<file path="config.mk">
export PLATFORM = sky130hd
export DESIGN_NAME = block_match_tolerance_test_core_flat
export DESIGN_NICKNAME = d
export VERILOG_FILES = /design/src/bmtt_pkg.sv /design/src/bmtt_channel_if.sv /design/src/bmtt_csr.sv /design/src/bmtt_datapath.sv /design/src/bmtt_ctrl.sv /design/src/block_match_tolerance_test_core.sv /design/src/flat_wrapper.sv
export VERILOG_INCLUDE_DIRS = /design/src /design/src/src
export SDC_FILE = /design/constraint.sdc
export NUM_CORES = 2
export LEC_CHECK = 0
export BUFFER_PORTS_ARGS = -buffer_cell sky130_fd_sc_hd__buf_2
export CORE_UTILIZATION = 50
export DETAILED_ROUTE_END_ITERATION = 7
export GPL_ROUTABILITY_DRIVEN = 0
export HOLD_SLACK_MARGIN = 0.1
export MAX_ROUTING_LAYER = met4
export PLACE_DENSITY_LB_ADDON = 0.08
export SYNTH_ARGS = -nofsm -noshare
export SYNTH_HDL_FRONTEND = slang
export SYNTH_HIERARCHICAL = 1
export SYNTH_SLANG_ARGS = --single-unit
export TNS_END_PERCENT = 5
</file>
<file path="constraint.sdc">
create_clock -name clock -period 14.69 [get_ports clock]
set_input_delay 3.6725 -clock clock [delete_from_list [all_inputs] [get_ports clock]]
set_output_delay 3.6725 -clock clock [all_outputs]
set_load 0.005 [all_outputs]
</file>
<file path="src/block_match_tolerance_test_core_assert.svh">
// Assertion macros used by the block match tolerance test controller.
`ifndef BLOCK_MATCH_TOLERANCE_TEST_CORE_ASSERT_SVH
`define BLOCK_MATCH_TOLERANCE_TEST_CORE_ASSERT_SVH

// Same-cycle implication, sampled on clock and disabled during reset.
`define BMTT_ASSERT_NOW(label, ante, cons, msg) \
   label: assert property (@(posedge clock) disable iff (reset) (ante) |-> (cons)) \
      else $error(msg);

// Next-cycle implication, sampled on clock and disabled during reset.
`define BMTT_ASSERT_NEXT(label, ante, cons, msg) \
   label: assert property (@(posedge clock) disable iff (reset) (ante) |=> (cons)) \
      else $error(msg);

`endif

</file>
<file path="src/bmtt_pkg.sv">
// Package with the shared types and constants of the block match tolerance test.
`default_nettype none

package bmtt_pkg;

   localparam int PIXEL_W     = 8;
   localparam int SQ_W        = 16;
   localparam int TOL_W       = 36;
   localparam int MODE_W      = 2;
   localparam int METRIC_W    = 26;
   localparam int COUNT_W     = 11;
   localparam int SCALE_W     = 2;
   localparam int CSR_DATA_W  = 64;
   localparam int CSR_ADDR_W  = 4;

   localparam longint MAX_PIXEL = 255;
   localparam longint MAX_SQ    = 65025;

   // Metric selection codes.
   localparam logic [MODE_W-1:0] MODE_MSE = 2'd0;
   localparam logic [MODE_W-1:0] MODE_MAX = 2'd1;
   localparam logic [MODE_W-1:0] MODE_TSE = 2'd2;

   // Tolerance scale codes.
   localparam logic [SCALE_W-1:0] SCALE_0P4 = 2'd0;
   localparam logic [SCALE_W-1:0] SCALE_0P6 = 2'd1;
   localparam logic [SCALE_W-1:0] SCALE_1P0 = 2'd2;

   // Register select, taken from address bit 3 (registers are 8 bytes apart).
   localparam logic REG_MODE = 1'b0;
   localparam logic REG_TOL  = 1'b1;

   typedef enum logic [2:0] {
      ST_ACCUM,
      ST_MUL,
      ST_VAR,
      ST_SCALE,
      ST_DECIDE
   } bmtt_state_type;

   typedef struct packed {
      logic accum;
      logic mul_init;
      logic mul_step;
      logic var_en;
      logic scale_en;
      logic out_load;
   } bmtt_cmd_type;

   typedef struct packed {
      logic block_end;
   } bmtt_status_type;

endpackage

`default_nettype wire

</file>
<file path="src/bmtt_channel_if.sv">
// Valid/ready channel interfaces for pixel pair items and result items.
`default_nettype none

interface bmtt_req_if;
   logic                         valid;
   logic                         ready;
   logic [bmtt_pkg::PIXEL_W-1:0] image_pixel;
   logic [bmtt_pkg::PIXEL_W-1:0] dict_pixel;
   logic                         last_pair;

   modport source (output valid, output image_pixel, output dict_pixel,
                   output last_pair, input ready);
   modport sink   (input valid, input image_pixel, input dict_pixel,
                   input last_pair, output ready);
endinterface

interface bmtt_rsp_if;
   logic                          valid;
   logic                          ready;
   logic                          is_match;
   logic [bmtt_pkg::METRIC_W-1:0] metric_value;
   logic [bmtt_pkg::COUNT_W-1:0]  pixel_count;
   logic [bmtt_pkg::SCALE_W-1:0]  scale_code;

   modport source (output valid, output is_match, output metric_value,
                   output pixel_count, output scale_code, input ready);
   modport sink   (input valid, input is_match, input metric_value,
                   input pixel_count, input scale_code, output ready);
endinterface

`default_nettype wire

</file>
<file path="src/bmtt_csr.sv">
// Configuration registers behind an APB-style write and read port.
`default_nettype none

module bmtt_csr (
   input  wire logic                              clock,
   input  wire logic                              reset,
   input  wire logic                              csr_psel,
   input  wire logic                              csr_penable,
   input  wire logic                              csr_pwrite,
   input  wire logic [bmtt_pkg::CSR_ADDR_W-1:0]   csr_paddr,
   input  wire logic [bmtt_pkg::CSR_DATA_W-1:0]   csr_pwdata,
   output logic      [bmtt_pkg::CSR_DATA_W-1:0]   csr_prdata,
   output logic                                   csr_pready,
   output logic      [bmtt_pkg::MODE_W-1:0]       metric_mode,
   output logic      [bmtt_pkg::TOL_W-1:0]        tolerance_q8
);

   logic [bmtt_pkg::MODE_W-1:0] mode_ff;
   logic [bmtt_pkg::TOL_W-1:0]  tol_ff;
   logic                        write_en;
   logic                        reg_sel;

   assign csr_pready = 1'b1;
   assign write_en   = csr_psel && csr_penable && csr_pwrite && csr_pready;
   assign reg_sel    = csr_paddr[3];

   always_ff @(posedge clock) begin
      if (reset) begin
         mode_ff <= '0;
         tol_ff  <= '0;
      end else if (write_en) begin
         if (reg_sel == bmtt_pkg::REG_MODE) begin
            mode_ff <= csr_pwdata[bmtt_pkg::MODE_W-1:0];
         end else begin
            tol_ff <= csr_pwdata[bmtt_pkg::TOL_W-1:0];
         end
      end
   end

   always_comb begin
      if (reg_sel == bmtt_pkg::REG_TOL) begin
         csr_prdata = bmtt_pkg::CSR_DATA_W'(tol_ff);
      end else begin
         csr_prdata = bmtt_pkg::CSR_DATA_W'(mode_ff);
      end
   end

   assign metric_mode  = mode_ff;
   assign tolerance_q8 = tol_ff;

endmodule

`default_nettype wire

</file>
<file path="src/bmtt_datapath.sv">
// Accumulators, serial products, scale and match decision, and result register.
`default_nettype none

module bmtt_datapath #(
   parameter int MAX_BLOCK_PIXELS = 1024
) (
   input  wire logic                            clock,
   input  wire logic                            reset,
   input  wire bmtt_pkg::bmtt_cmd_type          cmd,
   output bmtt_pkg::bmtt_status_type            status,
   input  wire logic [bmtt_pkg::PIXEL_W-1:0]    image_pixel,
   input  wire logic [bmtt_pkg::PIXEL_W-1:0]    dict_pixel,
   input  wire logic                            last_pair,
   input  wire logic [bmtt_pkg::MODE_W-1:0]     metric_mode,
   input  wire logic [bmtt_pkg::TOL_W-1:0]      tolerance_q8,
   output logic                                 is_match,
   output logic      [bmtt_pkg::METRIC_W-1:0]   metric_value,
   output logic      [bmtt_pkg::COUNT_W-1:0]    pixel_count,
   output logic      [bmtt_pkg::SCALE_W-1:0]    scale_code
);

   localparam int CW   = $clog2(MAX_BLOCK_PIXELS + 1);
   localparam int SW   = $clog2(longint'(MAX_BLOCK_PIXELS) * bmtt_pkg::MAX_SQ + 1);
   localparam int PW   = $clog2(longint'(MAX_BLOCK_PIXELS) * bmtt_pkg::MAX_PIXEL + 1);
   localparam int QW   = SW;
   localparam int NQW  = CW + QW;
   localparam int NPW  = CW + PW;
   localparam int NTW  = CW + bmtt_pkg::TOL_W;
   localparam int PPW  = 2 * PW;
   localparam int VW   = (NQW > PPW) ? NQW : PPW;
   localparam int SCW  = (VW + 5 > NPW) ? VW + 5 : NPW;
   localparam int LHW  = SW + 12;
   localparam int RHW  = NTW + 4;
   localparam int CPW  = (LHW > RHW) ? LHW : RHW;
   localparam int MXW  = (SW > bmtt_pkg::METRIC_W) ? SW : bmtt_pkg::METRIC_W;
   localparam int NXW  = (CW > bmtt_pkg::COUNT_W) ? CW : bmtt_pkg::COUNT_W;
   localparam logic [CW-1:0] MaxCount = CW'(MAX_BLOCK_PIXELS);

   // Block accumulators.
   logic [SW-1:0]                sq_sum_ff, sq_sum_in;
   logic [bmtt_pkg::SQ_W-1:0]    sq_max_ff, sq_max_in;
   logic [PW-1:0]                pix_sum_ff, pix_sum_in;
   logic [QW-1:0]                pix_sq_ff, pix_sq_in;
   logic [CW-1:0]                count_ff, count_in;

   // Serial products by the pair count, most significant bit first.
   logic [CW-1:0]                n_shift_ff;
   logic [NQW-1:0]               nq_ff;
   logic [NPW-1:0]               np_ff;
   logic [NTW-1:0]               nt_ff;
   logic [PPW-1:0]               pp_ff;
   logic [VW-1:0]                var_ff;
   logic [bmtt_pkg::SCALE_W-1:0] scale_ff, scale_in;

   // Result register.
   logic                         match_ff, match_in;
   logic [bmtt_pkg::METRIC_W-1:0] metric_ff;
   logic [bmtt_pkg::COUNT_W-1:0] count_out_ff;
   logic [bmtt_pkg::SCALE_W-1:0] scale_out_ff;

   logic [bmtt_pkg::PIXEL_W-1:0] diff;
   logic [bmtt_pkg::SQ_W-1:0]    diff_sq;
   logic [bmtt_pkg::SQ_W-1:0]    img_sq;
   logic                         n_bit;
   logic [VW-1:0]                nq_wide, pp_wide;
   logic [SCW-1:0]               var20, var10, np_wide;
   logic [SW-1:0]                metric_full;
   logic [LHW-1:0]               metric_lhw;
   logic [CPW-1:0]               lhs, base, rhs;
   logic [MXW-1:0]               metric_ext;
   logic [NXW-1:0]               count_ext;

   always_comb begin
      diff      = (image_pixel >= dict_pixel) ? image_pixel - dict_pixel
                                              : dict_pixel - image_pixel;
      diff_sq   = bmtt_pkg::SQ_W'(diff) * bmtt_pkg::SQ_W'(diff);
      img_sq    = bmtt_pkg::SQ_W'(image_pixel) * bmtt_pkg::SQ_W'(image_pixel);
      sq_sum_in = sq_sum_ff + SW'(diff_sq);
      sq_max_in = (diff_sq > sq_max_ff) ? diff_sq : sq_max_ff;
      pix_sum_in = pix_sum_ff + PW'(image_pixel);
      pix_sq_in = pix_sq_ff + QW'(img_sq);
      count_in  = count_ff + CW'(1);
      status.block_end = last_pair || (count_in == MaxCount);
   end

   always_ff @(posedge clock) begin
      if (reset) begin
         sq_sum_ff  <= '0;
         sq_max_ff  <= '0;
         pix_sum_ff <= '0;
         pix_sq_ff  <= '0;
         count_ff   <= '0;
      end else if (cmd.out_load) begin
         sq_sum_ff  <= '0;
         sq_max_ff  <= '0;
         pix_sum_ff <= '0;
         pix_sq_ff  <= '0;
         count_ff   <= '0;
      end else if (cmd.accum) begin
         sq_sum_ff  <= sq_sum_in;
         sq_max_ff  <= sq_max_in;
         pix_sum_ff <= pix_sum_in;
         pix_sq_ff  <= pix_sq_in;
         count_ff   <= count_in;
      end
   end

   assign n_bit = n_shift_ff[CW-1];

   always_ff @(posedge clock) begin
      if (cmd.mul_init) begin
         n_shift_ff <= count_in;
         nq_ff      <= '0;
         np_ff      <= '0;
         nt_ff      <= '0;
      end else if (cmd.mul_step) begin
         n_shift_ff <= n_shift_ff << 1;
         nq_ff      <= (nq_ff << 1) + (n_bit ? NQW'(pix_sq_ff) : '0);
         np_ff      <= (np_ff << 1) + (n_bit ? NPW'(pix_sum_ff) : '0);
         nt_ff      <= (nt_ff << 1) + (n_bit ? NTW'(tolerance_q8) : '0);
         pp_ff      <= PPW'(pix_sum_ff) * PPW'(pix_sum_ff);
      end
   end

   // Variance numerator n*Q - P*P, clamped at zero.
   always_comb begin
      nq_wide = VW'(nq_ff);
      pp_wide = VW'(pp_ff);
   end

   always_ff @(posedge clock) begin
      if (cmd.var_en) begin
         var_ff <= (nq_wide >= pp_wide) ? nq_wide - pp_wide : '0;
      end
   end

   // Ratio tests against 0.05 and 0.1, cross-multiplied by the mean numerator.
   always_comb begin
      var20   = (SCW'(var_ff) << 4) + (SCW'(var_ff) << 2);
      var10   = (SCW'(var_ff) << 3) + (SCW'(var_ff) << 1);
      np_wide = SCW'(np_ff);
      priority if (pix_sum_ff == '0) begin
         scale_in = bmtt_pkg::SCALE_1P0;
      end else if (var20 <= np_wide) begin
         scale_in = bmtt_pkg::SCALE_0P4;
      end else if (var10 <= np_wide) begin
         scale_in = bmtt_pkg::SCALE_0P6;
      end else begin
         scale_in = bmtt_pkg::SCALE_1P0;
      end
   end

   always_ff @(posedge clock) begin
      if (cmd.scale_en) begin
         scale_ff <= scale_in;
      end
   end

   // Match test: 2560 * metric against k * tolerance (times n for the mean).
   always_comb begin
      metric_full = (metric_mode == bmtt_pkg::MODE_MAX) ? SW'(sq_max_ff) : sq_sum_ff;
      metric_lhw  = (LHW'(metric_full) << 11) + (LHW'(metric_full) << 9);
      lhs         = CPW'(metric_lhw);
      base        = (metric_mode == bmtt_pkg::MODE_MSE) ? CPW'(nt_ff)
                                                        : CPW'(tolerance_q8);
      unique case (scale_ff)
         bmtt_pkg::SCALE_0P4: rhs = base << 2;
         bmtt_pkg::SCALE_0P6: rhs = (base << 2) + (base << 1);
         default:             rhs = (base << 3) + (base << 1);
      endcase
      match_in   = (lhs <= rhs);
      metric_ext = MXW'(metric_full);
      count_ext  = NXW'(count_ff);
   end

   always_ff @(posedge clock) begin
      if (cmd.out_load) begin
         match_ff     <= match_in;
         metric_ff    <= metric_ext[bmtt_pkg::METRIC_W-1:0];
         count_out_ff <= count_ext[bmtt_pkg::COUNT_W-1:0];
         scale_out_ff <= scale_ff;
      end
   end

   assign is_match     = match_ff;
   assign metric_value = metric_ff;
   assign pixel_count  = count_out_ff;
   assign scale_code   = scale_out_ff;

endmodule

`default_nettype wire

</file>
<file path="src/bmtt_ctrl.sv">
// Controller state machine that sequences accumulation and the end-of-block decision.
`default_nettype none

`include "block_match_tolerance_test_core_assert.svh"

module bmtt_ctrl #(
   parameter int MAX_BLOCK_PIXELS = 1024
) (
   input  wire logic                        clock,
   input  wire logic                        reset,
   input  wire logic                        req_valid,
   output logic                             req_ready,
   output logic                             rsp_valid,
   input  wire logic                        rsp_ready,
   input  wire bmtt_pkg::bmtt_status_type   status,
   output bmtt_pkg::bmtt_cmd_type           cmd
);

   localparam int CW  = $clog2(MAX_BLOCK_PIXELS + 1);
   localparam int STW = $clog2(CW + 1);
   localparam logic [STW-1:0] LastStep = STW'(CW - 1);

   bmtt_pkg::bmtt_state_type state_ff, state_in;
   logic [STW-1:0]           step_ff, step_in;
   logic                     rsp_valid_ff, rsp_valid_in;
   logic                     req_fire;
   logic                     out_free;

   assign out_free = !rsp_valid_ff || rsp_ready;
   assign req_fire = req_valid && req_ready;

   always_ff @(posedge clock) begin
      if (reset) begin
         state_ff     <= bmtt_pkg::ST_ACCUM;
         step_ff      <= '0;
         rsp_valid_ff <= 1'b0;
      end else begin
         state_ff     <= state_in;
         step_ff      <= step_in;
         rsp_valid_ff <= rsp_valid_in;
      end
   end

   always_comb begin
      state_in  = state_ff;
      step_in   = step_ff;
      req_ready = 1'b0;
      cmd       = '0;
      unique case (state_ff)
         bmtt_pkg::ST_ACCUM: begin
            req_ready = 1'b1;
            if (req_valid) begin
               cmd.accum = 1'b1;
               if (status.block_end) begin
                  cmd.mul_init = 1'b1;
                  step_in      = '0;
                  state_in     = bmtt_pkg::ST_MUL;
               end
            end
         end
         bmtt_pkg::ST_MUL: begin
            cmd.mul_step = 1'b1;
            step_in      = step_ff + STW'(1);
            if (step_ff == LastStep) begin
               state_in = bmtt_pkg::ST_VAR;
            end
         end
         bmtt_pkg::ST_VAR: begin
            cmd.var_en = 1'b1;
            state_in   = bmtt_pkg::ST_SCALE;
         end
         bmtt_pkg::ST_SCALE: begin
            cmd.scale_en = 1'b1;
            state_in     = bmtt_pkg::ST_DECIDE;
         end
         bmtt_pkg::ST_DECIDE: begin
            if (out_free) begin
               cmd.out_load = 1'b1;
               state_in     = bmtt_pkg::ST_ACCUM;
            end
         end
         default: begin
            state_in = bmtt_pkg::ST_ACCUM;
         end
      endcase
      priority if (cmd.out_load) begin
         rsp_valid_in = 1'b1;
      end else if (rsp_ready) begin
         rsp_valid_in = 1'b0;
      end else begin
         rsp_valid_in = rsp_valid_ff;
      end
   end

   assign rsp_valid = rsp_valid_ff;

   `BMTT_ASSERT_NEXT(a_end_starts_mul, req_fire && status.block_end, state_ff == bmtt_pkg::ST_MUL, "block end did not start the products")
   `BMTT_ASSERT_NOW(a_load_when_free, cmd.out_load, !rsp_valid_ff || rsp_ready, "result overwritten before it was taken")
   `BMTT_ASSERT_NEXT(a_load_shows_rsp, cmd.out_load, rsp_valid_ff && state_ff == bmtt_pkg::ST_ACCUM, "result load did not raise valid")
   `BMTT_ASSERT_NOW(a_step_bound, state_ff == bmtt_pkg::ST_MUL, step_ff <= LastStep, "product step counter overran")

endmodule

`default_nettype wire

</file>
<file path="src/block_match_tolerance_test_core.sv">
// Top level of the block match tolerance test: configuration, control and datapath.
// Throughput: one pixel pair a cycle inside a block; after the last pair the input
// stalls while the end-of-block sequence runs, and longer while a result item waits.
// Result: after the last pair is accepted, the controller runs the serial multiply by
// the pair count (one bit a cycle), then the variance, scale and decision steps.
// Reset: synchronous, active high; clears accumulators, configuration registers, state and valid.
`default_nettype none

module block_match_tolerance_test_core #(
   parameter int MAX_BLOCK_PIXELS = 1024
) (
   input  wire logic                              clock,
   input  wire logic                              reset,
   bmtt_req_if.sink                               req_if,
   bmtt_rsp_if.source                             rsp_if,
   input  wire logic                              csr_psel,
   input  wire logic                              csr_penable,
   input  wire logic                              csr_pwrite,
   input  wire logic [bmtt_pkg::CSR_ADDR_W-1:0]   csr_paddr,
   input  wire logic [bmtt_pkg::CSR_DATA_W-1:0]   csr_pwdata,
   output logic      [bmtt_pkg::CSR_DATA_W-1:0]   csr_prdata,
   output logic                                   csr_pready
);

   // The metric mode sits at byte address 0 and the tolerance at byte address 8.
   // Only address bit 3 selects the register, so other addresses alias those two.
   logic [bmtt_pkg::MODE_W-1:0] metric_mode;
   logic [bmtt_pkg::TOL_W-1:0]  tolerance_q8;

   bmtt_pkg::bmtt_cmd_type      cmd;
   bmtt_pkg::bmtt_status_type   status;

   bmtt_csr u_csr (
      .clock        (clock),
      .reset        (reset),
      .csr_psel     (csr_psel),
      .csr_penable  (csr_penable),
      .csr_pwrite   (csr_pwrite),
      .csr_paddr    (csr_paddr),
      .csr_pwdata   (csr_pwdata),
      .csr_prdata   (csr_prdata),
      .csr_pready   (csr_pready),
      .metric_mode  (metric_mode),
      .tolerance_q8 (tolerance_q8)
   );

   // The controller takes items while accumulating, then walks the end-of-block
   // sequence: serial products by the pair count, variance numerator, scale choice,
   // and the match decision, which loads the result register once it is free.
   // A finished result waits in that register while the next block streams in.
   bmtt_ctrl #(
      .MAX_BLOCK_PIXELS (MAX_BLOCK_PIXELS)
   ) u_ctrl (
      .clock     (clock),
      .reset     (reset),
      .req_valid (req_if.valid),
      .req_ready (req_if.ready),
      .rsp_valid (rsp_if.valid),
      .rsp_ready (rsp_if.ready),
      .status    (status),
      .cmd       (cmd)
   );

   // The datapath holds the block sums, the products, the scale and the result item.
   // A block also ends when its pair count reaches MAX_BLOCK_PIXELS.
   bmtt_datapath #(
      .MAX_BLOCK_PIXELS (MAX_BLOCK_PIXELS)
   ) u_datapath (
      .clock        (clock),
      .reset        (reset),
      .cmd          (cmd),
      .status       (status),
      .image_pixel  (req_if.image_pixel),
      .dict_pixel   (req_if.dict_pixel),
      .last_pair    (req_if.last_pair),
      .metric_mode  (metric_mode),
      .tolerance_q8 (tolerance_q8),
      .is_match     (rsp_if.is_match),
      .metric_value (rsp_if.metric_value),
      .pixel_count  (rsp_if.pixel_count),
      .scale_code   (rsp_if.scale_code)
   );

endmodule

`default_nettype wire

</file>
<file path="src/flat_wrapper.sv">
// flat-port wrapper written by rule: the top's interface ports become plain ports
module block_match_tolerance_test_core_flat 
#(
   parameter int MAX_BLOCK_PIXELS = 1024
)
  (clock, reset, csr_psel, csr_penable, csr_pwrite, csr_paddr, csr_pwdata, csr_prdata, csr_pready, req_if_valid, req_if_image_pixel, req_if_dict_pixel, req_if_last_pair, req_if_ready, rsp_if_valid, rsp_if_is_match, rsp_if_metric_value, rsp_if_pixel_count, rsp_if_scale_code, rsp_if_ready);
  bmtt_req_if req_if_i ();
  bmtt_rsp_if rsp_if_i ();
  input  wire logic clock;
  input  wire logic reset;
  input  wire logic csr_psel;
  input  wire logic csr_penable;
  input  wire logic csr_pwrite;
  input  wire logic [bmtt_pkg::CSR_ADDR_W-1:0] csr_paddr;
  input  wire logic [bmtt_pkg::CSR_DATA_W-1:0] csr_pwdata;
  output logic      [bmtt_pkg::CSR_DATA_W-1:0] csr_prdata;
  output logic csr_pready;
  input wire logic [$bits(req_if_i.valid)-1:0] req_if_valid;
  input wire logic [$bits(req_if_i.image_pixel)-1:0] req_if_image_pixel;
  input wire logic [$bits(req_if_i.dict_pixel)-1:0] req_if_dict_pixel;
  input wire logic [$bits(req_if_i.last_pair)-1:0] req_if_last_pair;
  output wire logic [$bits(req_if_i.ready)-1:0] req_if_ready;
  output wire logic [$bits(rsp_if_i.valid)-1:0] rsp_if_valid;
  output wire logic [$bits(rsp_if_i.is_match)-1:0] rsp_if_is_match;
  output wire logic [$bits(rsp_if_i.metric_value)-1:0] rsp_if_metric_value;
  output wire logic [$bits(rsp_if_i.pixel_count)-1:0] rsp_if_pixel_count;
  output wire logic [$bits(rsp_if_i.scale_code)-1:0] rsp_if_scale_code;
  input wire logic [$bits(rsp_if_i.ready)-1:0] rsp_if_ready;
  assign req_if_i.valid = req_if_valid;
  assign req_if_i.image_pixel = req_if_image_pixel;
  assign req_if_i.dict_pixel = req_if_dict_pixel;
  assign req_if_i.last_pair = req_if_last_pair;
  assign req_if_ready = req_if_i.ready;
  assign rsp_if_valid = rsp_if_i.valid;
  assign rsp_if_is_match = rsp_if_i.is_match;
  assign rsp_if_metric_value = rsp_if_i.metric_value;
  assign rsp_if_pixel_count = rsp_if_i.pixel_count;
  assign rsp_if_scale_code = rsp_if_i.scale_code;
  assign rsp_if_i.ready = rsp_if_ready;
  block_match_tolerance_test_core #(.MAX_BLOCK_PIXELS(MAX_BLOCK_PIXELS)) u_core (.clock(clock), .reset(reset), .req_if(req_if_i), .rsp_if(rsp_if_i), .csr_psel(csr_psel), .csr_penable(csr_penable), .csr_pwrite(csr_pwrite), .csr_paddr(csr_paddr), .csr_pwdata(csr_pwdata), .csr_prdata(csr_prdata), .csr_pready(csr_pready));
endmodule
</file>
==> results <==
- The post-layout utilization of the core is 54.5%.
- The prevailing post-synth register cell is sky130_fd_sc_hd__dfxtp_1.
- Counting every sink on the clock net gives 380.
- The post-CTS resize count is 0.
- In this design, the stage delay of the slowest critical-path cell is 0.70 ns.
- The number of buffers created by CTS is 50.
- The floorplan step defined a die boundary enclosing 92800 um2.
- The via count of the first global-routing pass came to 35.8k.
- Data arrives at the worst endpoint at 13.24 ns.
- Global routing used 26.5% of the available tracks.
- The half-perimeter wire length of the detailed placement result is 93.5 mm.
- The most common library cell in the layout ignoring fill and taps is sky130_fd_sc_hd__ha_1.
- Of all flip-flops after synthesis, the portion carrying an async set or reset was 0%.
- The cell area after layout is 49200 um2.
- The share of layout cells above drive strength 1 is 6.83%.
- For this run, the top clock speed supported by timing is 0.0785 GHz.
- The overall routed net length is 120 mm.
- Leaving out filler cells and counting taps, the final layout contains 6676.
- Dividing the detail-routed wire length by the instance count gives 18.0 um.
- The global route total overflow is 0.
- The synthesized area is 45800 um2.
- The final route contains 37.3k vias.
- The buffer levels on the longest clock path is 3.
- Along the worst path, the maximum fanout reaches 16.
- In this run the remaining antenna-violating nets after routing total 0.
- In the layout the commonest cells are 592 x sky130_fd_sc_hd__ha_1, 559 x sky130_fd_sc_hd__inv_1, 452 x sky130_fd_sc_hd__nor2_1.
- The region available for standard cell placement spans 90300 um2.
- The run finished with clean final reports.
- After synthesis, the netlist uses 96 different library cells.
- The first global-routing pass estimated 193 mm of wire.
- The synthesized instance count is 5395.
- The number of DRC markers in iteration 0 is 2221.
- The worst setup path is captured at a register.
- The worst setup path is of the input pin to register kind.
- The starting utilization of the core area is 50.7%.
- After clock tree synthesis, the clock-pin slew on the worst setup and hold paths is 0.06 ns.
- The total of endpoints with negative setup slack in the final report is 0.
- The analysis attributes to cell leakage a power of 24.0 nW.
- The number of storage elements in the synthesis netlist is 380.
- For the finished layout, the period the worst path requires is 12.74 ns.
- For this design, the slowest cell found on the critical path is sky130_fd_sc_hd__xor2_1.
- Total power for the finished layout comes to 0.00614 W.
- Buffers added to address setup during post-CTS repair amount to 0.
- The area of placed instances is 47500 um2.
- Row generation in the floorplan step produced 110 rows.
- After detailed routing, the number of remaining DRC violations is 0.
- The worst-skew pair later-pin latency is 0.66 ns.
- The clock share of power is 21.5%.
- The post-cts hold buffer count is 0.
- Sequential cells were found to cover 19.4% of the synthesized design area.
- The area growth from synthesis to layout is 7.55%.
- The count of buffers inserted at the top-level ports is 138.
- After detailed routing, the number of vias per cell comes to 5.59.
- In this run the horizontal extent of the chip is 305 um.
- Entering global routing, the biggest net connects 87 pins.
- Counting the fill cells in the layout gives 8490.
- The number of antenna violations at the first check in global routing is 9.
- The area share of the largest cell type after synthesis is 16.2%.
- Internal power comes to 0.00351 W.
- The switching power of the nets is 0.00263 W.
- The H-tree depth is 2.
- At the end of the flow, the number of nets in the layout was 6427.
- Setup repair after global routing left no endpoint under its margin.
- For this run, the number of Yosys warnings is 6.
- The cell total after placement is 6577.
- The worst clock skew is 0.0514 ns.
- Summed over all instances, the cell type with the most area after synthesis is sky130_fd_sc_hd__ha_1.
- The total negative setup slack is 0 ns.
- TritonCTS built the clock tree.
- Dividing the synthesized area by the synthesized cell count gives 8.49 um2.
- The number of maximum-capacitance violations is 0.
- The power density relative to cell area is 125 nW/um2.
- The min-delay analysis places its worst path in the category register to register.
- Counting flops with a built-in enable in the synthesized netlist gives 125.
- The part of the total power dissipated in sequential elements is 20.6%.
- During I/O placement, the number of pins put on the boundary was 199.
- The startpoint type of the worst setup path is an input pin.
- The final cycle utilization of the critical path is 86.7%.
- The worst-case IR drop observed on VDD is 0.359 mV.
- By area the synthesized netlist is led by sky130_fd_sc_hd__ha_1 16%, sky130_fd_sc_hd__fa_1 13%, sky130_fd_sc_hd__dfxtp_1 11%.
- The number of hold-slack violations in the final timing report came to 0.
- Measured against its own limit, the worst slew margin works out to 18.7%.
- The first detailed-routing pass took 5 iterations.
- The number of pins with negative max-slew slack in the final report was 0.
- The switching part of the total is 42.8%.
- The tree is rooted in a sky130_fd_sc_hd__clkbuf_16.
- The die height is 305 um.
- The part of the total power dissipated in combinational logic is 57.9%.
- For the pin with the worst max-slew slack, the measured transition is 1.21 ns.
- At the worst endpoint, the required time is 15.20 ns.
-- cell families after synthesis --
kind of cell,count (synthesis),share of synthesized area (%)
flops,380,19.4
mux,169,3.83
buf+inv,764,6.67
xor+xnor,357,6.83
other cells,2,0.0164
simple gates,1643,17.8
fa+ha+maj,882,28.9
compound gates,1198,16.6
-- power by group through the flow --
stage               Sequential [W]  Combinational (W)  Clock (W)
global route               0.00127            0.00412    0.00140
global placement           0.00128            0.00349          0
CTS                        0.00126            0.00358    0.00136
floorplan                  0.00125            0.00287          0
finish                     0.00126            0.00356    0.00132
detailed placement         0.00129            0.00354          0
-- metrics by stage --
step	hold slack [ns]	worst slack [ns]
after global placement	0.468	1.34
after detailed placement	0.463	1.24
after CTS	0.478	1.93
after floorplan	0.406	2.13
final	0.477	1.95
after global routing	0.495	1.05
-- per-layer routing --
layer / vias to the layer above / part of all wire, % / GRT usage, % / routed length, um
met2: 748 / 44 / 40.8 / 52800
met1: 17800 / 49 / 36.8 / 58400
met3: 137 / 5.5 / 4.10 / 6650
met4: 0 / 1.9 / 5.32 / 2250
li1: 18700 / - / - / -
met5: - / 0 / - / 0
-- cell usage after synthesis, types with 10 or more instances --
library cell and number:
sky130_fd_sc_hd__nor3_1 93, sky130_fd_sc_hd__xnor2_1 245, sky130_fd_sc_hd__nor4_1 20, sky130_fd_sc_hd__o22ai_1 29
sky130_fd_sc_hd__a31oi_1 28, sky130_fd_sc_hd__mux2i_1 121, sky130_fd_sc_hd__o211ai_1 28, sky130_fd_sc_hd__ha_1 592
sky130_fd_sc_hd__nor2b_1 85, sky130_fd_sc_hd__or3_1 22, sky130_fd_sc_hd__edfxtp_1 125, sky130_fd_sc_hd__nand2b_1 132
sky130_fd_sc_hd__fa_1 290, sky130_fd_sc_hd__nand2_1 341, sky130_fd_sc_hd__o21a_1 50, sky130_fd_sc_hd__buf_1 14
sky130_fd_sc_hd__or2_2 24, sky130_fd_sc_hd__nor2_1 455, sky130_fd_sc_hd__o21bai_1 51, sky130_fd_sc_hd__o21ai_0 233
sky130_fd_sc_hd__mux2_2 47, sky130_fd_sc_hd__nand3_1 97, sky130_fd_sc_hd__nor3b_1 10, sky130_fd_sc_hd__clkbuf_1 148
sky130_fd_sc_hd__nand4_1 44, sky130_fd_sc_hd__buf_4 31, sky130_fd_sc_hd__xor2_1 112, sky130_fd_sc_hd__and2_1 224
sky130_fd_sc_hd__o31ai_1 21, sky130_fd_sc_hd__inv_1 560, sky130_fd_sc_hd__a21oi_1 389, sky130_fd_sc_hd__o21ai_1 15
sky130_fd_sc_hd__and4_1 14, sky130_fd_sc_hd__a21o_1 164, sky130_fd_sc_hd__and3_1 52, sky130_fd_sc_hd__dfxtp_1 255
sky130_fd_sc_hd__a21boi_0 22, sky130_fd_sc_hd__a211oi_1 43
-- critical path: cells and delay by family --
kind	cells	cell delay [ns]
multiplexers	2	0.56
AO/OA/AOI/OAI	16	2.93
adder cells (fa/ha/maj)	8	3.34
XOR/XNOR	2	0.93
AND/OR/NAND/NOR	6	0.81
buffers and inverters	7	0.99
-- path summary, 6_finish.rpt --
path / start / end / slack, ns / cells after the start
max: req_if_image_pixel[0] / u_core/u_datapath/sq_max_ff[11]$_SDFFE_PP0P_ / 1.95 / 41
min: u_core/u_ctrl/step_ff[3]$_SDFFE_PP0P_ / u_core/u_ctrl/step_ff[3]$_SDFFE_PP0P_ / 0.48 / 1
max reg2reg: u_core/u_datapath/pix_sum_ff[12]$_SDFFE_PP0P_ / u_core/u_datapath/pp_ff[35]$_DFFE_PP_ / 6.64 / 22
min reg2reg: u_core/u_ctrl/step_ff[3]$_SDFFE_PP0P_ / u_core/u_ctrl/step_ff[3]$_SDFFE_PP0P_ / 0.48 / 1
-- registers in the layout (all words and copies together) (netlist names), 2 cells and up --
signal                          count
u_core/u_ctrl/step_ff               4
u_core/u_datapath/n_shift_ff       11
u_core/u_datapath/pix_sq_ff        26
u_core/u_datapath/nq_ff            37
u_core/u_datapath/pixel_count      11
u_core/u_datapath/pp_ff            35
u_core/u_datapath/scale_code        2
u_core/u_datapath/metric_value     26
u_core/u_datapath/count_ext        11
u_core/u_ctrl/state_ff              3
u_core/u_datapath/sq_max_ff        15
u_core/u_csr/metric_mode            2
u_core/u_datapath/pix_sum_ff       18
u_core/u_datapath/sq_sum_ff        26
u_core/u_datapath/np_ff            29
u_core/u_csr/tolerance_q8          36
u_core/u_datapath/scale_ff          2
u_core/u_datapath/nt_ff            47
u_core/u_datapath/var_ff           37
-- cell type report --
class,count,area [um2],area share [%]
repair buffers,180,1010,2.04
clock buffers,66,1360,2.77
clock inverters,27,392,0.795
multi-input cells,4278,34000,69.1
inverters,563,2110,4.29
diodes,6,15.0,0.0305
well taps,1176,1470,2.99
flip-flops and latches,380,8860,18.0
Power figures use the tool's default switching activity.
